### config.mk
export PLATFORM = sky130hd
export DESIGN_NAME = luhn_card_classifier
export DESIGN_NICKNAME = d
export VERILOG_FILES = /design/src/rtl/core/lcc_pkg.sv /design/src/rtl/core/lcc_digit_cell.sv /design/src/rtl/core/lcc_scan.sv /design/src/rtl/core/luhn_card_classifier.sv
export SDC_FILE = /design/constraint.sdc
export NUM_CORES = 1
export LEC_CHECK = 0
export BUFFER_PORTS_ARGS = -buffer_cell sky130_fd_sc_hd__buf_2
export CAP_MARGIN = 30
export CORE_MARGIN = 5
export CORE_UTILIZATION = 45
export DETAILED_ROUTE_END_ITERATION = 10
export MAX_ROUTING_LAYER = met4
export PLACE_DENSITY_LB_ADDON = 0.05
export RECOVER_POWER = 25
export SYNTH_ARGS = -nofsm -noshare
export SYNTH_HDL_FRONTEND = slang
export SYNTH_SLANG_ARGS = --single-unit
### constraint.sdc
create_clock -name clock -period 13.1 [get_ports clock]
set_input_delay 2.62 -clock clock [delete_from_list [all_inputs] [get_ports clock]]
set_output_delay 2.62 -clock clock [all_outputs]
set_load 0.005 [all_outputs]
### src/rtl/core/lcc_pkg.sv
`timescale 1ns / 1ps
// Shared types, constants and helper functions for the card number classifier.
// Used by lcc_digit_cell, lcc_scan and luhn_card_classifier.
package lcc_pkg;

   localparam int CARD_W  = 63;  // width of the binary card number
   localparam int COUNT_W = 5;   // width of the digit count
   localparam int CLASS_W = 2;   // width of the class code
   localparam int BCD_W   = 4;   // one decimal digit

   localparam logic [CLASS_W-1:0] CLASS_NONE   = 2'd0;
   localparam logic [CLASS_W-1:0] CLASS_PAIR34 = 2'd1;
   localparam logic [CLASS_W-1:0] CLASS_LEAD4  = 2'd2;
   localparam logic [CLASS_W-1:0] CLASS_PAIR5X = 2'd3;

   // Control lines shared by every digit cell of the chain.
   typedef struct packed {
      logic clear;   // zero the digit
      logic dabble;  // shift one binary bit in from the lower neighbor
      logic drain;   // take the digit of the upper neighbor
   } lcc_cell_ctrl_type;

   typedef struct packed {
      logic [CLASS_W-1:0] card_class;
      logic               luhn_ok;
      logic [COUNT_W-1:0] digit_count;
   } lcc_result_type;

   // Digit sum of twice a decimal digit.
   function automatic logic [BCD_W-1:0] luhn_double(input logic [BCD_W-1:0] d);
      logic [BCD_W:0] twice;
      twice = {d, 1'b0};
      if (d >= BCD_W'(5)) begin
         luhn_double = BCD_W'(twice - (BCD_W+1)'(9));
      end else begin
         luhn_double = twice[BCD_W-1:0];
      end
   endfunction

endpackage

### src/rtl/core/lcc_digit_cell.sv
`timescale 1ns / 1ps
// One decimal digit cell of the binary to BCD chain.
// Depends on lcc_pkg for the control struct and digit width.
module lcc_digit_cell (
   input  logic                       clock,
   input  lcc_pkg::lcc_cell_ctrl_type ctrl,
   input  logic                       bit_in,
   output logic                       carry_out,
   input  logic [lcc_pkg::BCD_W-1:0]  upper_digit,
   output logic [lcc_pkg::BCD_W-1:0]  digit_out
);
   import lcc_pkg::*;

   logic [BCD_W-1:0] digit_ff;
   logic [BCD_W-1:0] digit_in;
   logic [BCD_W-1:0] adjusted;

   // Add three before the shift so that a digit of five or more carries out.
   assign adjusted  = (digit_ff >= BCD_W'(5)) ? digit_ff + BCD_W'(3) : digit_ff;
   assign carry_out = adjusted[BCD_W-1];
   assign digit_out = digit_ff;

   always_comb begin
      digit_in = digit_ff;
      if (ctrl.clear) begin
         digit_in = '0;
      end else if (ctrl.dabble) begin
         digit_in = {adjusted[BCD_W-2:0], bit_in};
      end else if (ctrl.drain) begin
         digit_in = upper_digit;
      end
   end

   always_ff @(posedge clock) begin
      digit_ff <= digit_in;
   end

endmodule

### src/rtl/core/lcc_scan.sv
`timescale 1ns / 1ps
// Serial Luhn accumulator, digit counter and prefix classifier.
// Takes one decimal digit per step, least significant first; depends on lcc_pkg.
module lcc_scan (
   input  logic                         clock,
   input  logic                         start,
   input  logic                         step,
   input  logic [lcc_pkg::COUNT_W-1:0]  index,
   input  logic [lcc_pkg::BCD_W-1:0]    digit,
   output lcc_pkg::lcc_result_type      result
);
   import lcc_pkg::*;

   logic [BCD_W-1:0]   sum_ff, sum_in;
   logic [COUNT_W-1:0] count_ff, count_in;
   logic [BCD_W-1:0]   prev_ff, prev_in;
   logic [BCD_W-1:0]   top1_ff, top1_in;
   logic [BCD_W-1:0]   top2lo_ff, top2lo_in;
   logic [BCD_W-1:0]   term;
   logic [BCD_W:0]     total;
   logic               len_ok;

   assign term  = index[0] ? luhn_double(digit) : digit;
   assign total = {1'b0, sum_ff} + {1'b0, term};

   always_comb begin
      sum_in    = sum_ff;
      count_in  = count_ff;
      prev_in   = prev_ff;
      top1_in   = top1_ff;
      top2lo_in = top2lo_ff;
      if (start) begin
         sum_in    = '0;
         count_in  = '0;
         prev_in   = '0;
         top1_in   = '0;
         top2lo_in = '0;
      end else if (step) begin
         // The sum is kept modulo ten.
         if (total >= (BCD_W+1)'(10)) begin
            sum_in = BCD_W'(total - (BCD_W+1)'(10));
         end else begin
            sum_in = total[BCD_W-1:0];
         end
         prev_in = digit;
         // A nonzero digit is the most significant one seen so far.
         if (digit != '0) begin
            count_in  = index + COUNT_W'(1);
            top1_in   = digit;
            top2lo_in = prev_ff;
         end
      end
   end

   always_ff @(posedge clock) begin
      sum_ff    <= sum_in;
      count_ff  <= count_in;
      prev_ff   <= prev_in;
      top1_ff   <= top1_in;
      top2lo_ff <= top2lo_in;
   end

   assign len_ok = (count_ff >= COUNT_W'(13)) && (count_ff <= COUNT_W'(16));

   always_comb begin
      result.luhn_ok     = (sum_ff == '0);
      result.digit_count = count_ff;
      result.card_class  = CLASS_NONE;
      if (result.luhn_ok && len_ok) begin
         case (count_ff)
            COUNT_W'(15): begin
               if (top1_ff == BCD_W'(3) &&
                   (top2lo_ff == BCD_W'(4) || top2lo_ff == BCD_W'(7))) begin
                  result.card_class = CLASS_PAIR34;
               end
            end
            COUNT_W'(13): begin
               if (top1_ff == BCD_W'(4)) begin
                  result.card_class = CLASS_LEAD4;
               end
            end
            COUNT_W'(16): begin
               if (top1_ff == BCD_W'(4)) begin
                  result.card_class = CLASS_LEAD4;
               end else if (top1_ff == BCD_W'(5) && top2lo_ff >= BCD_W'(1) &&
                            top2lo_ff <= BCD_W'(5)) begin
                  result.card_class = CLASS_PAIR5X;
               end
            end
            default: begin
               result.card_class = CLASS_NONE;
            end
         endcase
      end
   end

endmodule

### src/rtl/core/luhn_card_classifier.sv
`timescale 1ns / 1ps
// Top level of the Luhn card number checker and classifier.
// Depends on lcc_pkg, lcc_digit_cell and lcc_scan.
//
//   port group  direction  beat contents
//   req_*       in         req_card_number
//   rsp_*       out        rsp_card_class, rsp_luhn_ok, rsp_digit_count
//
// A number goes through shift-and-add-three in the digit cells (ST_CONV), then
// its digits are drained into the Luhn scanner (ST_SCAN), then the result
// register is loaded in ST_FINISH once it is free to take a new result.
// Reset is synchronous and clears the control state only.
// The result register lets a new beat be accepted while a result is stalled;
// a finished result waits in place until the previous one is taken.
module luhn_card_classifier #(
   parameter int MAX_DIGITS = 19
) (
   input  logic                          clock,
   input  logic                          reset,
   input  logic                          req_valid,
   output logic                          req_stall,
   input  logic [lcc_pkg::CARD_W-1:0]    req_card_number,
   output logic                          rsp_valid,
   input  logic                          rsp_stall,
   output logic [lcc_pkg::CLASS_W-1:0]   rsp_card_class,
   output logic                          rsp_luhn_ok,
   output logic [lcc_pkg::COUNT_W-1:0]   rsp_digit_count
);
   import lcc_pkg::*;

   localparam int CNT_W = $clog2(CARD_W);

   localparam logic [1:0] ST_IDLE   = 2'd0;
   localparam logic [1:0] ST_CONV   = 2'd1;
   localparam logic [1:0] ST_SCAN   = 2'd2;
   localparam logic [1:0] ST_FINISH = 2'd3;

   logic [1:0]        state_ff, state_in;
   logic [CNT_W-1:0]  cnt_ff, cnt_in;
   logic [CARD_W-1:0] shift_ff, shift_in;
   logic              rsp_valid_ff, rsp_valid_in;
   lcc_result_type    rsp_ff, rsp_in;

   logic              req_take;
   logic              rsp_free;
   lcc_cell_ctrl_type ctrl;
   lcc_result_type    scan_result;
   logic              scan_start;
   logic              scan_step;

   logic [MAX_DIGITS:0]   bit_chain;
   logic [BCD_W-1:0]      digit_chain [0:MAX_DIGITS];

   assign req_stall = (state_ff != ST_IDLE);
   assign req_take  = req_valid && !req_stall;
   assign rsp_free  = !rsp_valid_ff || !rsp_stall;

   assign ctrl.clear  = req_take;
   assign ctrl.dabble = (state_ff == ST_CONV);
   assign ctrl.drain  = (state_ff == ST_SCAN);

   assign scan_start = req_take;
   assign scan_step  = (state_ff == ST_SCAN);

   // The binary number enters the chain most significant bit first.
   assign bit_chain[0]            = shift_ff[CARD_W-1];
   assign digit_chain[MAX_DIGITS] = '0;

   for (genvar k = 0; k < MAX_DIGITS; k++) begin : g_cell
      lcc_digit_cell u_cell (
         .clock       (clock),
         .ctrl        (ctrl),
         .bit_in      (bit_chain[k]),
         .carry_out   (bit_chain[k+1]),
         .upper_digit (digit_chain[k+1]),
         .digit_out   (digit_chain[k])
      );
   end

   lcc_scan u_scan (
      .clock  (clock),
      .start  (scan_start),
      .step   (scan_step),
      .index  (cnt_ff[COUNT_W-1:0]),
      .digit  (digit_chain[0]),
      .result (scan_result)
   );

   always_comb begin
      state_in     = state_ff;
      cnt_in       = cnt_ff;
      shift_in     = shift_ff;
      rsp_valid_in = rsp_valid_ff;
      rsp_in       = rsp_ff;
      if (rsp_valid_ff && !rsp_stall) begin
         rsp_valid_in = 1'b0;
      end
      case (state_ff)
         ST_IDLE: begin
            if (req_take) begin
               shift_in = req_card_number;
               cnt_in   = '0;
               state_in = ST_CONV;
            end
         end
         ST_CONV: begin
            shift_in = {shift_ff[CARD_W-2:0], 1'b0};
            cnt_in   = cnt_ff + CNT_W'(1);
            if (cnt_ff == CNT_W'(CARD_W - 1)) begin
               cnt_in   = '0;
               state_in = ST_SCAN;
            end
         end
         ST_SCAN: begin
            cnt_in = cnt_ff + CNT_W'(1);
            if (cnt_ff == CNT_W'(MAX_DIGITS - 1)) begin
               state_in = ST_FINISH;
            end
         end
         ST_FINISH: begin
            if (rsp_free) begin
               rsp_in       = scan_result;
               rsp_valid_in = 1'b1;
               state_in     = ST_IDLE;
            end
         end
         default: begin
            state_in = ST_IDLE;
         end
      endcase
   end

   always_ff @(posedge clock) begin
      if (reset) begin
         state_ff     <= ST_IDLE;
         cnt_ff       <= '0;
         rsp_valid_ff <= 1'b0;
      end else begin
         state_ff     <= state_in;
         cnt_ff       <= cnt_in;
         rsp_valid_ff <= rsp_valid_in;
      end
   end

   always_ff @(posedge clock) begin
      shift_ff <= shift_in;
      rsp_ff   <= rsp_in;
   end

   assign rsp_valid       = rsp_valid_ff;
   assign rsp_card_class  = rsp_ff.card_class;
   assign rsp_luhn_ok     = rsp_ff.luhn_ok;
   assign rsp_digit_count = rsp_ff.digit_count;

   a_accept_starts_conv: assert property (@(posedge clock) disable iff (reset)
      req_take |=> (state_ff == ST_CONV) && (cnt_ff == '0))
      else $error("accepted beat did not start the conversion");

   a_count_in_range: assert property (@(posedge clock) disable iff (reset)
      rsp_valid |-> (rsp_digit_count <= COUNT_W'(MAX_DIGITS)))
      else $error("digit count beyond the chain length");

   a_class_needs_luhn: assert property (@(posedge clock) disable iff (reset)
      (rsp_valid && rsp_card_class != CLASS_NONE) |->
         (rsp_luhn_ok && rsp_digit_count >= COUNT_W'(13) &&
          rsp_digit_count <= COUNT_W'(16)))
      else $error("class given to a number that fails the check or length");

   a_finish_loads: assert property (@(posedge clock) disable iff (reset)
      (state_ff == ST_FINISH && rsp_free) |=> rsp_valid && (state_ff == ST_IDLE))
      else $error("finished result was not loaded");

endmodule
==> impl_metrics.json <==
{
  "clockBufferDepth": 2,
  "cp_slowest_cell": "dfxtp_1",
  "finalSetupViolations": 0,
  "period_needed_ns": 4.090,
  "grtUsageTotal_pct": 16.97,
  "drive_above_1_share_pct": 18.29,
  "final_nets": 1143,
  "postSynthAreaPerCell_um2": 9.840,
  "syn_area_um2": 9653,
  "yosys_warnings": 0,
  "post-place-cells": 1282,
  "synthCells": 981,
  "core_area_um2": 21090,
  "row_count": 53,
  "portBuffers": 76,
  "routed_wl_um": 19610,
  "io-pin-count": 77,
  "worstMarginPinSlew_ns": 0.8576,
  "crit_path_start_kind": "flip-flop",
  "cts_tree": "done",
  "switchingPower_uw": 1134,
  "p_int_uw": 1584,
  "grt_overflow": 0,
  "cts_sinks": 177,
  "vias": 6971,
  "initial_core_util_pct": 45.78,
  "fmax_mhz": 244.5,
  "antennaDiodeCount": 0,
  "grt_max_degree": 71,
  "stdcell_count": 1314,
  "synthArstFlopShare_pct": 0,
  "share_seq_of_total_power_pct": 35.6,
  "finalCritPeriodShare_pct": 31.22,
  "htreeDepth": 4,
  "cts_resized": 0,
  "path_class": "flip-flop to output port",
  "path_cells": "inv_1 -> ha_4 -> inv_1 -> buf_2",
  "drtIter0Drc": 370,
  "rsz0062_at_grt": "no",
  "fill_cells": 2033,
  "post-dp-hpwl_um": 12740,
  "max_cap_viol_count": 0,
  "cp_common_cell": "inv_1",
  "endpoint_kind": "output port",
  "die_area_um2": 24480,
  "holdPathStages": 2,
  "synth-edff-count": 71,
  "power_leakage_uw": 0.003925,
  "wire_per_inst_um": 14.92,
  "cts_hold_buf": 0,
  "relSlewSlack_pct": 42.62,
  "path_max_fanout": 5,
  "p_clk_share_pct": 18.6,
  "syn_to_final_growth_pct": 11.83,
  "p_sw_share_pct": 41.72,
  "grt_pass1_wl_um": 33180,
  "first_pass_iters": 5,
  "synthDistinctLibCells": 60,
  "power_density_nw_per_um2": 251.8,
  "hold_path.class": "flip-flop to flip-flop",
  "synth_flop_cell": "dfxtp_1",
  "crit_required_ns": 10.48,
  "viasPerCell": 5.305,
  "grt_pass1_vias": 6753,
  "final_common_cell": "dfxtp_1",
  "postCtsSetupBuffers": 0,
  "reg2reg_depth": 15,
  "clock-root-buffer": "clkbuf_16",
  "multi_input_area_um2": 4907,
  "ant_nets": 0,
  "seq_area_um2": 4254,
  "drc": 0,
  "synthesis.nets": 1098,
  "combPwrFrac_pct": 45.8,
  "ys_ff_latch": 177,
  "cp.arrival_ns": 1.47,
  "slew_viol_final": 0,
  "final_cell_mix": "dfxtp_1 (106), nor2_1 (89), buf_2 (74)",
  "die_y_um": 156.5,
  "peakVddDrop_v": 0.0001568,
  "hold_viol": 0,
  "cts_inserted_buffers": 17,
  "critPathMaxStageDelay_ns": 0.44,
  "die_x_um": 156.5,
  "tns_ns": 0,
  "clkTransAtPathRegs_ns": 0.08,
  "clock_latency_ns": 0.44,
  "outcome": "complete, no violations",
  "antenna_found_initial": 0,
  "fin_skew_ns": 0.01166,
  "synth_sequential_area_ratio_pct": 44.07,
  "fin_util_pct": 51.19,
  "routabilityCongestion": 0.8104
}
==> routing by layer <==
| layer | global-route usage [%] | wire length [µm] | vias to the layer above |
|---|---|---|---|
| met5 | - | 0 | - |
| met1 | 22.43 | 9653 | 3289 |
| met3 | 2.876 | 462 | 17 |
| met2 | 27.00 | 9281 | 63 |
| met4 | 4.835 | 213 | 0 |
| li1 | - | - | 3602 |
==> state kept, by name, indices dropped and copies added, names as in the netlist <==
register and flops:
rsp_digit_count 5, rsp_valid 1, state_ff 2, g_cell.u_cell.digit_out 76
u_scan.prev_ff 4, u_scan.sum_ff 4, shift_ff 63, u_scan.top2lo_ff 4
cnt_ff 6, rsp_luhn_ok 1, u_scan.count_ff 5, rsp_card_class 2
u_scan.top1_ff 4
==> final timing paths <==
path                                 startpoint             endpoint  slack, ns
setup / recovery                    state_ff[0]            req_stall       9.01
setup reg to reg  g_cell[0].u_cell.digit_out[1]     u_scan.sum_ff[1]       9.67
hold / removal                u_scan.prev_ff[1]  u_scan.top2lo_ff[1]       0.46
hold reg to reg               u_scan.prev_ff[1]  u_scan.top2lo_ff[1]       0.46
==> stage by stage <==
step           power, µW  hold slack [ns]  instance area (µm²)  setup slack [ns]
4_1_cts             2755           0.4638                10800             8.990
6_report            2719           0.4593                10800             9.010
5_1_grt             2951           0.4695                10800             8.910
3_3_place_gp        2214           0.4422                10190             9.066
2_1_floorplan       1972           0.4312                 9653             7.080
3_5_place_dp        2240           0.4486                10220             9.051
==> cells by family after synthesis <==
family	count (synthesis)	synth area share (%)
AND/OR/NAND/NOR	246	11.76
buffers and inverters	127	5.496
XOR/XNOR	26	2.359
adder cells (fa/ha/maj)	50	6.559
flip-flops	177	44.07
multiplexers	124	13.67
AO/OA/AOI/OAI	231	16.09
==> worst max-delay path, delay by kind of cell (launching register included) <==
kind | cells | cell delay, ns
fa+ha+maj | 1 | 0.20
buf+inv | 3 | 0.40
flops | 1 | 0.44
==> power by group through the flow <==
stage	combinational [µW]	sequential, µW	clock (µW)
2_1_floorplan	1040	936	0
3_3_place_gp	1230	979	0
3_5_place_dp	1260	981	0
4_1_cts	1260	970	521
5_1_grt	1410	998	545
6_report	1250	967	506
==> cell usage after synthesis, types with 3 or more instances <==
cell type  number  area, µm²
dfxtp_1       106       2122
nor2_1         89      334.1
edfxtp_1       71       2132
inv_1          67      251.5
a21oi_1        63      315.3
mux2_2         63      709.4
mux2i_1        61      610.6
nand2_1        57      214.0
ha_1           49      613.1
a211oi_1       43      322.8
nand3_1        40      200.2
nand2b_1       36      225.2
o21ai_0        34      170.2
xnor2_1        22      192.7
buf_2          21      105.1
clkbuf_1       20      75.07
a22oi_1        17      127.6
o21a_1         16      120.1
o31ai_1        16      120.1
a311o_1        15      150.1
buf_1          10      37.54
nor3_1          8      40.04
buf_4           5      37.54
xor2_1          4      35.03
a311oi_1        3      26.28
o211ai_1        3      22.52
==> area by class of cell <==
type	count	area share (%)
Sequential cell	177	39.41
Tap cell	275	3.187
Multi-Input combinational cell	677	45.46
Inverter	69	2.399
Clock inverter	14	1.368
Clock buffer	18	3.975
Timing Repair Buffer	84	4.207
(Power assumes the default switching activity.)
